File: src/design/ccv_pkg.sv
package ccv_pkg;

    localparam int KW_COUNT = 12;
    localparam int KW_MAX_LEN = 5;

    // token roles
    localparam logic [2:0] ROLE_KEY    = 3'd0;
    localparam logic [2:0] ROLE_DISP   = 3'd1;
    localparam logic [2:0] ROLE_USER   = 3'd2;
    localparam logic [2:0] ROLE_SECRET = 3'd3;
    localparam logic [2:0] ROLE_CHAN   = 3'd4;
    localparam logic [2:0] ROLE_EXTRA  = 3'd5;

    // command kinds
    localparam logic [2:0] KIND_NONE  = 3'd0;
    localparam logic [2:0] KIND_ERR   = 3'd1;
    localparam logic [2:0] KIND_REPLY = 3'd2;
    localparam logic [2:0] KIND_AUTH  = 3'd3;
    localparam logic [2:0] KIND_JOIN  = 3'd4;
    localparam logic [2:0] KIND_MSG   = 3'd5;
    localparam logic [2:0] KIND_BYE   = 3'd6;

    // keyword indexes
    localparam int KW_FROM  = 6;
    localparam int KW_IS    = 7;
    localparam int KW_AS    = 8;
    localparam int KW_USING = 9;
    localparam int KW_OK    = 10;
    localparam int KW_NOK   = 11;

    // register indexes
    localparam logic [1:0] REG_USER    = 2'd0;
    localparam logic [1:0] REG_DISPLAY = 2'd1;
    localparam logic [1:0] REG_SECRET  = 2'd2;
    localparam logic [1:0] REG_CONTENT = 2'd3;

    localparam logic [7:0] CH_SPACE = 8'h20;
    localparam logic [7:0] CH_BANG  = 8'h21;
    localparam logic [7:0] CH_TILDE = 8'h7E;
    localparam logic [7:0] CH_DASH  = 8'h2D;

    typedef logic [KW_COUNT-1:0] kw_mask_t;

    localparam logic [7:0] KW_TEXT [KW_COUNT][KW_MAX_LEN] = '{
        '{"E", "R", "R", 8'h00, 8'h00},
        '{"R", "E", "P", "L", "Y"},
        '{"A", "U", "T", "H", 8'h00},
        '{"J", "O", "I", "N", 8'h00},
        '{"M", "S", "G", 8'h00, 8'h00},
        '{"B", "Y", "E", 8'h00, 8'h00},
        '{"F", "R", "O", "M", 8'h00},
        '{"I", "S", 8'h00, 8'h00, 8'h00},
        '{"A", "S", 8'h00, 8'h00, 8'h00},
        '{"U", "S", "I", "N", "G"},
        '{"O", "K", 8'h00, 8'h00, 8'h00},
        '{"N", "O", "K", 8'h00, 8'h00}
    };

    localparam logic [2:0] KW_LEN [KW_COUNT] = '{
        3'd3, 3'd5, 3'd4, 3'd4, 3'd3, 3'd3, 3'd4, 3'd2, 3'd2, 3'd5, 3'd2, 3'd3
    };

    function automatic logic [2:0] role_of(input logic [2:0] tn, input logic [2:0] kind);
        logic [2:0] r;
        r = ROLE_EXTRA;
        if (tn == 3'd0)
        begin
            r = ROLE_KEY;
        end
        else
        begin
            unique case (kind)
                KIND_ERR, KIND_MSG:
                begin
                    if (tn == 3'd1 || tn == 3'd3)
                        r = ROLE_KEY;
                    else if (tn == 3'd2)
                        r = ROLE_DISP;
                end
                KIND_REPLY:
                begin
                    if (tn == 3'd1 || tn == 3'd2)
                        r = ROLE_KEY;
                end
                KIND_AUTH:
                begin
                    if (tn == 3'd1)
                        r = ROLE_USER;
                    else if (tn == 3'd2 || tn == 3'd4)
                        r = ROLE_KEY;
                    else if (tn == 3'd3)
                        r = ROLE_DISP;
                    else if (tn == 3'd5)
                        r = ROLE_SECRET;
                end
                KIND_JOIN:
                begin
                    if (tn == 3'd1)
                        r = ROLE_CHAN;
                    else if (tn == 3'd2)
                        r = ROLE_KEY;
                    else if (tn == 3'd3)
                        r = ROLE_DISP;
                end
                default:
                begin
                    r = ROLE_EXTRA;
                end
            endcase
        end
        return r;
    endfunction

    // keywords a token may match at its start
    function automatic kw_mask_t mask_of(input logic [2:0] tn, input logic [2:0] kind);
        kw_mask_t m;
        m = '0;
        if (tn == 3'd0)
        begin
            m = kw_mask_t'(12'h03F);
        end
        else
        begin
            unique case (kind)
                KIND_ERR, KIND_MSG:
                begin
                    if (tn == 3'd1)
                        m[KW_FROM] = 1'b1;
                    else if (tn == 3'd3)
                        m[KW_IS] = 1'b1;
                end
                KIND_REPLY:
                begin
                    if (tn == 3'd1)
                    begin
                        m[KW_OK]  = 1'b1;
                        m[KW_NOK] = 1'b1;
                    end
                    else if (tn == 3'd2)
                    begin
                        m[KW_IS] = 1'b1;
                    end
                end
                KIND_AUTH:
                begin
                    if (tn == 3'd2)
                        m[KW_AS] = 1'b1;
                    else if (tn == 3'd4)
                        m[KW_USING] = 1'b1;
                end
                KIND_JOIN:
                begin
                    if (tn == 3'd2)
                        m[KW_AS] = 1'b1;
                end
                default:
                begin
                    m = '0;
                end
            endcase
        end
        return m;
    endfunction

endpackage

File: src/design/chat_command_validator_top.sv
// Chat command validator.
// Input stream (s_t*): one command byte per word, s_tlast on the final byte.
// Output stream (m_t*): one word per command, issued for the final byte only;
// m_tdata[0] is 1 when the command matched an accepted form.
// Config: APB port, four length-limit registers at byte addresses 0, 4, 8, 12
// (user, display name, secret, content); pready is tied high. Write only while
// the block is idle.
// Pipeline: a byte is captured in the input register and evaluated from there;
// its result word is registered in the output register, which drives m_tvalid.
// Throughput: one byte per cycle; the per-byte step is a handful of compares
// and saturating counter updates between the input and the result register.
// Stall: while the result word waits on m_tready the next bytes still flow;
// only a further final byte waits in the input register, and s_tready drops
// until the pending result is taken.
// Reset: clears the parse state and both stages; registers return to
// 20 / 20 / 128 / 1400.
module chat_command_validator_top (
    input  logic        clk,
    input  logic        rst_n,
    // APB configuration
    input  logic        psel,
    input  logic        penable,
    input  logic        pwrite,
    input  logic [3:0]  paddr,
    input  logic [31:0] pwdata,
    output logic [31:0] prdata,
    output logic        pready,
    // byte stream in
    input  logic        s_tvalid,
    output logic        s_tready,
    input  logic [7:0]  s_tdata,   // [7:0] msg_byte
    input  logic        s_tlast,   // last_byte
    // result out
    output logic        m_tvalid,
    input  logic        m_tready,
    output logic [7:0]  m_tdata    // [0] cmd_valid, [7:1] zero
);
    import ccv_pkg::*;

    // configuration registers
    logic [5:0]  max_user_reg;
    logic [5:0]  max_disp_reg;
    logic [7:0]  max_secret_reg;
    logic [10:0] max_content_reg;

    // input stage
    logic        in_valid_reg;
    logic [7:0]  in_byte_reg;
    logic        in_last_reg;

    // parse state
    logic [2:0]  tn_reg, tn_next;
    logic [2:0]  kind_reg, kind_next;
    kw_mask_t    cand_reg, cand_next;
    logic [7:0]  tlen_reg, tlen_next;
    logic [10:0] clen_reg, clen_next;
    logic        tgood_reg, tgood_next;
    logic        cgood_reg, cgood_next;
    logic        incont_reg, incont_next;

    // output stage
    logic        out_valid_reg;
    logic        out_bit_reg;

    logic        fire;
    logic        cfg_wr;
    logic [7:0]  b;
    logic [2:0]  role;
    logic [7:0]  limit;
    logic [8:0]  tlen_inc;
    logic [11:0] clen_inc;
    logic        hit_found;
    logic [3:0]  hit_idx;
    logic        is_word;
    logic        result_bit;

    assign pready = 1'b1;
    assign cfg_wr = psel && penable && pwrite;

    always_comb
    begin
        unique case (paddr[3:2])
            REG_USER:    prdata = {26'd0, max_user_reg};
            REG_DISPLAY: prdata = {26'd0, max_disp_reg};
            REG_SECRET:  prdata = {24'd0, max_secret_reg};
            REG_CONTENT: prdata = {21'd0, max_content_reg};
        endcase
    end

    always_ff @(posedge clk or negedge rst_n)
    begin
        if (!rst_n)
        begin
            max_user_reg    <= 6'd20;
            max_disp_reg    <= 6'd20;
            max_secret_reg  <= 8'd128;
            max_content_reg <= 11'd1400;
        end
        else if (cfg_wr)
        begin
            unique case (paddr[3:2])
                REG_USER:    max_user_reg    <= pwdata[5:0];
                REG_DISPLAY: max_disp_reg    <= pwdata[5:0];
                REG_SECRET:  max_secret_reg  <= pwdata[7:0];
                REG_CONTENT: max_content_reg <= pwdata[10:0];
            endcase
        end
    end

    // A byte that carries no result never waits for the output register.
    assign fire     = in_valid_reg && (!in_last_reg || !out_valid_reg || m_tready);
    assign s_tready = !in_valid_reg || fire;

    assign m_tvalid = out_valid_reg;
    assign m_tdata  = {7'd0, out_bit_reg};

    always_comb
    begin
        tn_next     = tn_reg;
        kind_next   = kind_reg;
        cand_next   = cand_reg;
        tlen_next   = tlen_reg;
        clen_next   = clen_reg;
        tgood_next  = tgood_reg;
        cgood_next  = cgood_reg;
        incont_next = incont_reg;
        hit_found   = 1'b0;
        hit_idx     = 4'd0;
        limit       = 8'd255;
        tlen_inc    = 9'd0;
        clen_inc    = 12'd0;
        result_bit  = 1'b0;

        b = in_byte_reg;
        if (b >= "a" && b <= "z")
            b = b - 8'h20;
        is_word = (b >= "0" && b <= "9") || (b >= "A" && b <= "Z") || b == CH_DASH;
        role = role_of(tn_reg, kind_reg);

        if (incont_reg)
        begin
            if (in_byte_reg < CH_SPACE || in_byte_reg > CH_TILDE)
                cgood_next = 1'b0;
            // a single trailing space is not content
            if (!(in_byte_reg == CH_SPACE && in_last_reg))
            begin
                clen_inc = {1'b0, clen_reg} + 12'd1;
                if (clen_inc > {1'b0, max_content_reg})
                    cgood_next = 1'b0;
                clen_next = clen_inc[11] ? 11'h7FF : clen_inc[10:0];
            end
        end
        else if (in_byte_reg != CH_SPACE)
        begin
            unique case (role)
                ROLE_KEY:
                begin
                    for (int k = 0; k < KW_COUNT; k++)
                    begin
                        if (tlen_reg >= {5'd0, KW_LEN[k]})
                            cand_next[k] = 1'b0;
                        else if (KW_TEXT[k][tlen_reg[2:0]] != b)
                            cand_next[k] = 1'b0;
                    end
                end
                ROLE_DISP:
                begin
                    limit = {2'd0, max_disp_reg};
                    if (b < CH_BANG || b > CH_TILDE)
                        tgood_next = 1'b0;
                end
                ROLE_USER:
                begin
                    limit = {2'd0, max_user_reg};
                    if (!is_word)
                        tgood_next = 1'b0;
                end
                ROLE_SECRET:
                begin
                    limit = max_secret_reg;
                    if (!is_word)
                        tgood_next = 1'b0;
                end
                default:
                begin
                    limit = 8'd255;
                end
            endcase
            tlen_inc = {1'b0, tlen_reg} + 9'd1;
            if (tlen_inc > {1'b0, limit})
                tgood_next = 1'b0;
            tlen_next = tlen_inc[8] ? 8'hFF : tlen_inc[7:0];
        end

        // token end: a space, or the final byte outside content
        if (!incont_reg && (in_byte_reg == CH_SPACE || in_last_reg))
        begin
            if (role == ROLE_KEY)
            begin
                for (int k = 0; k < KW_COUNT; k++)
                begin
                    if (cand_next[k] && {5'd0, KW_LEN[k]} == tlen_next)
                    begin
                        hit_found = 1'b1;
                        hit_idx   = 4'(k);
                    end
                end
                if (!hit_found)
                    cgood_next = 1'b0;
                else if (tn_reg == 3'd0)
                    kind_next = hit_idx[2:0] + 3'd1;
            end
            else if (role == ROLE_EXTRA)
            begin
                cgood_next = 1'b0;
            end
            else if (role != ROLE_CHAN && !tgood_next)
            begin
                cgood_next = 1'b0;
            end
            if (((kind_next == KIND_ERR || kind_next == KIND_MSG) && tn_reg == 3'd3) ||
                (kind_next == KIND_REPLY && tn_reg == 3'd2))
                incont_next = 1'b1;
            if (tn_reg != 3'd7)
                tn_next = tn_reg + 3'd1;
            cand_next  = mask_of(tn_next, kind_next);
            tlen_next  = 8'd0;
            tgood_next = 1'b1;
        end

        if (in_last_reg)
        begin
            result_bit = cgood_next;
            unique case (kind_next)
                KIND_ERR, KIND_REPLY, KIND_MSG:
                    if (!incont_reg) result_bit = 1'b0;
                KIND_AUTH:
                    if (tn_next != 3'd6) result_bit = 1'b0;
                KIND_JOIN:
                    if (tn_next != 3'd4) result_bit = 1'b0;
                KIND_BYE:
                    if (tn_next != 3'd1) result_bit = 1'b0;
                default:
                    result_bit = 1'b0;
            endcase
            // back to the state for a new command
            tn_next     = 3'd0;
            kind_next   = KIND_NONE;
            clen_next   = 11'd0;
            cgood_next  = 1'b1;
            incont_next = 1'b0;
            cand_next   = mask_of(3'd0, KIND_NONE);
            tlen_next   = 8'd0;
            tgood_next  = 1'b1;
        end
    end

    always_ff @(posedge clk or negedge rst_n)
    begin
        if (!rst_n)
        begin
            in_valid_reg  <= 1'b0;
            out_valid_reg <= 1'b0;
            tn_reg        <= 3'd0;
            kind_reg      <= KIND_NONE;
            cand_reg      <= kw_mask_t'(12'h03F);
            tlen_reg      <= 8'd0;
            clen_reg      <= 11'd0;
            tgood_reg     <= 1'b1;
            cgood_reg     <= 1'b1;
            incont_reg    <= 1'b0;
        end
        else
        begin
            if (s_tready)
                in_valid_reg <= s_tvalid;
            if (fire)
            begin
                tn_reg     <= tn_next;
                kind_reg   <= kind_next;
                cand_reg   <= cand_next;
                tlen_reg   <= tlen_next;
                clen_reg   <= clen_next;
                tgood_reg  <= tgood_next;
                cgood_reg  <= cgood_next;
                incont_reg <= incont_next;
            end
            if (fire && in_last_reg)
                out_valid_reg <= 1'b1;
            else if (m_tready)
                out_valid_reg <= 1'b0;
        end
    end

    // payload registers
    always_ff @(posedge clk)
    begin
        if (s_tready && s_tvalid)
        begin
            in_byte_reg <= s_tdata;
            in_last_reg <= s_tlast;
        end
        if (fire && in_last_reg)
            out_bit_reg <= result_bit;
    end

endmodule
File: config.mk
export PLATFORM = sky130hd
export DESIGN_NAME = chat_command_validator_top
export DESIGN_NICKNAME = d
export VERILOG_FILES = /design/src/design/ccv_pkg.sv /design/src/design/chat_command_validator_top.sv
export SDC_FILE = /design/constraint.sdc
export NUM_CORES = 1
export LEC_CHECK = 0
export ABC_AREA = 1
export BUFFER_PORTS_ARGS = -buffer_cell sky130_fd_sc_hd__buf_2
export CORE_MARGIN = 2
export CORE_UTILIZATION = 59
export CTS_CLUSTER_SIZE = 40
export DETAILED_ROUTE_END_ITERATION = 8
export PLACE_DENSITY = 0.79
export SYNTH_ARGS = -nofsm -noshare
export SYNTH_HDL_FRONTEND = slang
export SYNTH_SLANG_ARGS = --single-unit
File: constraint.sdc
create_clock -name clk -period 4.75 [get_ports clk]
set_input_delay 0.475 -clock clk [delete_from_list [all_inputs] [get_ports clk]]
set_output_delay 0.475 -clock clk [all_outputs]
set_load 0.01 [all_outputs]
==> results of run 1 <==
area by class of cell:
type	instances	area, µm²
clock buffers	10	229.0
clock inverters	6	41.29
repair buffers	48	257.7
flip-flops and latches	83	2151
multi-input cells	755	4015
well taps	143	178.9
fillers	1042	4058
inverters	130	488.0
routing by layer:
metal / vias to the layer above / wire (µm)
met1: 3027 / 8078
met2: 276 / 7593
li1: 3262 / -
met5: - / 0
met3: 36 / 1402
met4: 0 / 369
Yosys cell counts (all sizes together), types with 6 or more instances:
cell type,n
edfxtp,10
xor2,23
o22ai,20
nor3,10
dfrtp,54
o21bai,6
ha,37
dfstp,19
nor2,100
o21ai,82
buf,41
nand3,102
nand4,17
o2111ai,6
a21oi,33
clkbuf,14
nand2,266
inv,127
critical path: cells and delay by family (launching register included):
kind | cells | cell delay [ps]
AND/OR/NAND/NOR | 15 | 1790
AO/OA/AOI/OAI | 7 | 870
buffers and inverters | 5 | 570
adder cells (fa/ha/maj) | 2 | 510
flip-flops | 1 | 410
per-stage QoR:
step	total power [mW]	instance area [µm²]	utilization [%]	setup slack, ps	cells
6_report	2.798	7361	64.46	433.7	1175
5_1_grt	2.980	7361	64.46	89.01	1175
4_1_cts	2.776	7361	64.46	457.8	1175
3_5_place_dp	2.111	7091	62.10	532.7	1159
3_3_place_gp	2.092	7091	62.10	604.5	1159
2_1_floorplan	1.862	7008	-	1041	1023
power by group through the flow:
stage	logic, mW	clock network, mW	registers [mW]
after CTS	1.16	0.664	0.952
after detailed placement	1.15	0	0.964
after floorplan	0.937	0	0.925
final	1.18	0.666	0.956
after global routing	1.33	0.685	0.968
after global placement	1.13	0	0.962
worst max path at each step:
stage / from / depth (start not counted) / end / slack [ps]
floorplan: tn_reg[0] / 29 / out_bit_reg / 1040
global placement: tn_reg[0] / 29 / out_bit_reg / 600
detailed placement: tn_reg[0] / 29 / out_bit_reg / 530
CTS: tn_reg[0] / 29 / out_bit_reg / 460
global route: tn_reg[1] / 29 / out_bit_reg / 90
finish: tn_reg[1] / 29 / out_bit_reg / 430
cells by family after synthesis:
group,share of synthesized area [%]
buffers and inverters,12.19
other,0.1087
AOI/OAI and AO/OA,13.30
and+or+nand+nor,33.39
adders and majority gates,6.703
DFF,31.14
xor gates and xnor gates,3.170
==> metrics.md, run 1 <==
| Metric | Value |
|---|---|
| Hold Buf Count CTS | 0 |
| Clock power share | 23.8% |
| Cell Pwr Density | 380.2 nW/µm² |
| Seq/Total Area, Yosys | 31.14% |
| Distinct cell type count after synthesis | 49 |
| P_leak | 3.792 nW |
| DRC viols | 0 |
| Capturing point of the worst reg2reg path | out_bit_reg |
| Layout cell share with drive strength beyond 1 | roughly 15% |
| Final Hold Viols | 0 |
| Clock skew | around 7.6 ps |
| Switch share | 43.35% |
| Final worst path period need | 4316 ps |
| R2R depth | 29 |
| Leading area contributor after synthesis | dfrtp_1 |
| Period utilization | 90.87% |
| Slew margin rel. | 35.15% |
| Worst path max stage delay | 410 ps |
| Share of flip-flops with an asynchronous set or reset | 87.95% |
| Core Area | between 10000 and 15000 µm² |
| Routed len/inst | 14.85 µm |
| Die X | 112.2 µm |
| Post-synth EDFFs | 10 |
| Iter 0 DRT Violations | 544 |
| Yosys reg bits | between 80 and 90 |
| Cell-internal power | 1.585 mW |
| Reg2reg start | tn_reg[1] |
| Slew @ Worst Pin | about 970 ps |
| Post-CTS sizing | 0 |
| Placement row count | 39 |
| Ant. Diodes | 0 |
| Total routed wirelength | 17.44 mm |
| DR vias/cell | 5.618 |
| Post-CTS Setup Repair Bufs | 0 |
| DR pass1 iterations | 5 |
| VDD IR max | 428.4 µV |
| Endpoints failing setup | 0 |
| Critical path peak fanout | 15 |
| Met1 global-route usage | 41.88% |
| Synth Flop Type | dfrtp_1 |
| Slew Limit Fails | 0 |
| Fmax | 231.7 MHz |
| Met3 Usage GRT | about 4.3% |
| Worst Hold Class | input pin to asynchronous set/reset pin |
| Initial antenna violation count | 0 |
| H-Tree Depth | 3 |
| First-pass GRT wire length | 29.24 mm |
| RSZ-0062 raised after global routing | false |
| Synth-to-layout area growth | 6.576% |
| Total number of vias | 6601 |
| CP Class | register to register |
| Clock root cell | clkbuf_16 |
| Max Cap Viol | 0 |
| GR peak layer | met2 |
| All-Layer GR Usage | 28.38% |
| Post-Syn Area | 6907 µm² |
| Crit path DAT | 4520 ps |
| I/O pins | 95 |
| Insertion delay to the later sink of the worst-skew pair | 350 ps |
| Commonest non-fill, non-tap cell in the layout | nand2_1 |
| Clock tree buffer depth | 2 |
| Synth top area cells | dfrtp_1 (20%), nand2_1 (13%), dfstp_2 (7.2%) |
| R2r setup slk | 430 ps |
| CTS Sinks | 83 |
| Most frequent cells in the layout | nand2_1 (245), inv_1 (111), nand3_1 (92) |
| Setup crit end kind | register |
| Synth top area share | 19.57% |
| CTS tree | yes |
| Switching power | about 1.2 mW |
| Outcome | finished, final reports clean |
| Fin nets | 1116 |
| Required time worst endpoint | 4950 ps |
| Detail Placement HPWL | around 13 mm |
| Pin count of the biggest net entering global routing | 74 |
| Starting Density | 60.49% |
| GPL Wtd Cong | 0.9646 |
| Vias in the first global route | 6058 |
| Post-Syn Instances | 996 |
| Die Ht | 112.2 µm |
| Routing usage on met2 | 42.45% |
| Count of buffers from port buffering | 42 |
| Clock-pin slew on the worst setup and hold paths | 70 ps |
| Hold slack | 274.3 ps |
| Warnings from Yosys | 0 |
| Die Area | 12590 µm² |
| Max reg flops | 12 |
| Critical Path Source Type | register |
| Setup TNS | 0 ps |
| Inserted Clock Buffers | 9 |
| Antenna Nets Post-Route | 0 |
| Total gr overflow | 0 |
| Combinational power share | roughly two fifths |
| Slowest cell on the critical path | dfrtp_1 |
| Sequential power share | 34.2% |
| Synth Area per Inst | 6.934 µm² |
Power figures use the tool's default switching activity.
==> inputs of run 2 (changes only) <==
--- a/config.mk
+++ b/config.mk
@@ -8,10 +8,10 @@
 export ABC_AREA = 1
 export BUFFER_PORTS_ARGS = -buffer_cell sky130_fd_sc_hd__buf_2
 export CORE_MARGIN = 2
-export CORE_UTILIZATION = 59
+export CORE_UTILIZATION = 40
 export CTS_CLUSTER_SIZE = 40
 export DETAILED_ROUTE_END_ITERATION = 8
-export PLACE_DENSITY = 0.79
+export PLACE_DENSITY = 0.56
 export SYNTH_ARGS = -nofsm -noshare
 export SYNTH_HDL_FRONTEND = slang
 export SYNTH_SLANG_ARGS = --single-unit
==> metrics.md, run 2 (synthesis gave the netlist of run 1 again) <==
| Metric | Value |
|---|---|
| Routing usage on met2 | about 33% |
| Clock tree buffer depth | 2 |
| DR pass1 iterations | 5 |
| CP Class | register to register |
| Setup crit end kind | register |
| H-Tree Depth | 3 |
| Final setup margin | approximately 470 ps |
| Die Area | 18330 µm² |
| Ant. Diodes | 0 |
| Fillers | roughly 1800 |
| Commonest non-fill, non-tap cell in the layout | nand2_1 |
| Insertion delay to the later sink of the worst-skew pair | 350 ps |
| Pin count of the biggest net entering global routing | 74 |
| RSZ-0062 raised after global routing | false |
| Slew margin rel. | 32.45% |
| Outcome | finished, final reports clean |
| Pre-CTS WS | 491.0 ps |
| Clock-pin slew on the worst setup and hold paths | ~60 ps |
| Inserted Clock Buffers | 9 |
| Met1 global-route usage | 30.73% |
| Met3 Usage GRT | 2.843% |
| Post-CTS Setup Repair Bufs | 0 |
| Clock skew | 11.21 ps |
| Endpoints failing setup | 0 |
| Required time worst endpoint | 4950 ps |
| All-Layer GR Usage | 21.28% |
| Clock root cell | clkbuf_16 |
| DR vias/cell | 5.091 |
| Max reg flops | 12 |
| Period utilization | 90.00% |
| Critical path peak fanout | 15 |
| Placement row count | 48 |
| Slowest cell on the critical path | dfrtp_1 |
| P_leak | approximately 3.8 nW |
| Total number of vias | 6409 |
| Cell Pwr Density | 374.7 nW/µm² |
| Starting Density | 40.35% |
| Critical path origin | tn_reg[0] |
| CTS tree | yes |
| Max Cap Viol | 0 |
| Total gr overflow | 0 |
| Die Ht | 135.4 µm |
| I/O pins | 95 |
| Final Hold Viols | 0 |
| Synth-to-layout area growth | 8.388% |
| Worst Hold Class | input pin to asynchronous set/reset pin |
| Core Area | 17120 µm² |
| VDD IR max | 194.7 µV |
| Detail Placement HPWL | ~14 mm |
| Critical Path Source Type | register |
| Reg2reg start | tn_reg[0] |
| Crit path DAT | 4480 ps |
| GR peak layer | met2 |
| Hold slack | between 200 and 300 ps |
| Fmax | approximately 230 MHz |
| DRC viols | 0 |
| Final worst path period need | 4275 ps |
| Hold Buf Count CTS | 0 |
| Routed len/inst | 14.71 µm |
| Slew @ Worst Pin | approximately 1000 ps |
| Count of buffers from port buffering | 42 |
| Total routed wirelength | approximately 19 mm |
| Most frequent cells in the layout | nand2_1 (245), inv_1 (111), nand3_1 (92) |
| CTS Sinks | 83 |
| Die X | 135.4 µm |
| Worst path max stage delay | 420 ps |
| Iter 0 DRT Violations | 368 |
| Post-CTS sizing | 0 |
| First-pass GRT wire length | 30.93 mm |
| Initial antenna violation count | 0 |
| Fin nets | 1118 |
| Antenna Nets Post-Route | 0 |
| Layout cell share with drive strength beyond 1 | 15.09% |
| Setup TNS | 0 ps |
| Slew Limit Fails | 0 |
| Vias in the first global route | 6146 |
| GPL Wtd Cong | 0.8909 |
run 2: through the flow:
step                      util (%)  power (mW)  area, µm²  std cells
final                        43.74       2.805       7486       1259
after global routing         43.74       3.024       7486       1259
after CTS                    43.74       2.818       7486       1259
after detailed placement     42.11       2.132       7208       1243
after global placement       42.11       2.129       7208       1243
after floorplan                  -       1.862       7008       1023
run 2: worst paths after layout:
path | endpoint | slack, ps | depth (start not counted)
setup reg to reg | out_bit_reg | 470 | 29
hold / removal | max_content_reg[9] | 280 | 1
max in group asynchronous | cand_reg[9] | 3840 | 1
min in group clk | in_byte_reg[0] | 300 | 1
setup / recovery | out_bit_reg | 470 | 29
hold reg to reg | max_secret_reg[6] | 490 | 2
run 2: cell type report:
| cell class | instances | area (µm²) | area share (%) |
|---|---|---|---|
| tap | 225 | 281.5 | 3.761 |
| multi-input combinational | 755 | 4015 | 53.64 |
| inverter | 130 | 488.0 | 6.518 |
| clock inverter | 6 | 38.79 | 0.5181 |
| sequential | 83 | 2151 | 28.73 |
| timing repair buffer | 50 | 272.8 | 3.644 |
| clock buffer | 10 | 239.0 | 3.192 |
run 2: critical path: cells and delay by family, from the launching register on:
family | cells | cell delay [ps]
adders and majority gates | 2 | 510
AOI/OAI and AO/OA | 7 | 860
and+or+nand+nor | 15 | 1770
DFF | 1 | 420
buffers and inverters | 5 | 570
run 2: metal layers:
layer	wire length, µm	vias up
met2	8027	187
met4	365	0
met5	0	-
met1	9249	2927
li1	-	3269
met3	876	26
run 2: report_power, final:
part	switching, mW	internal, mW	total (mW)
clock network	0.307	0.368	0.676
registers	0.105	0.848	0.953
logic	0.791	0.385	1.18
total	1.20	1.60	2.81
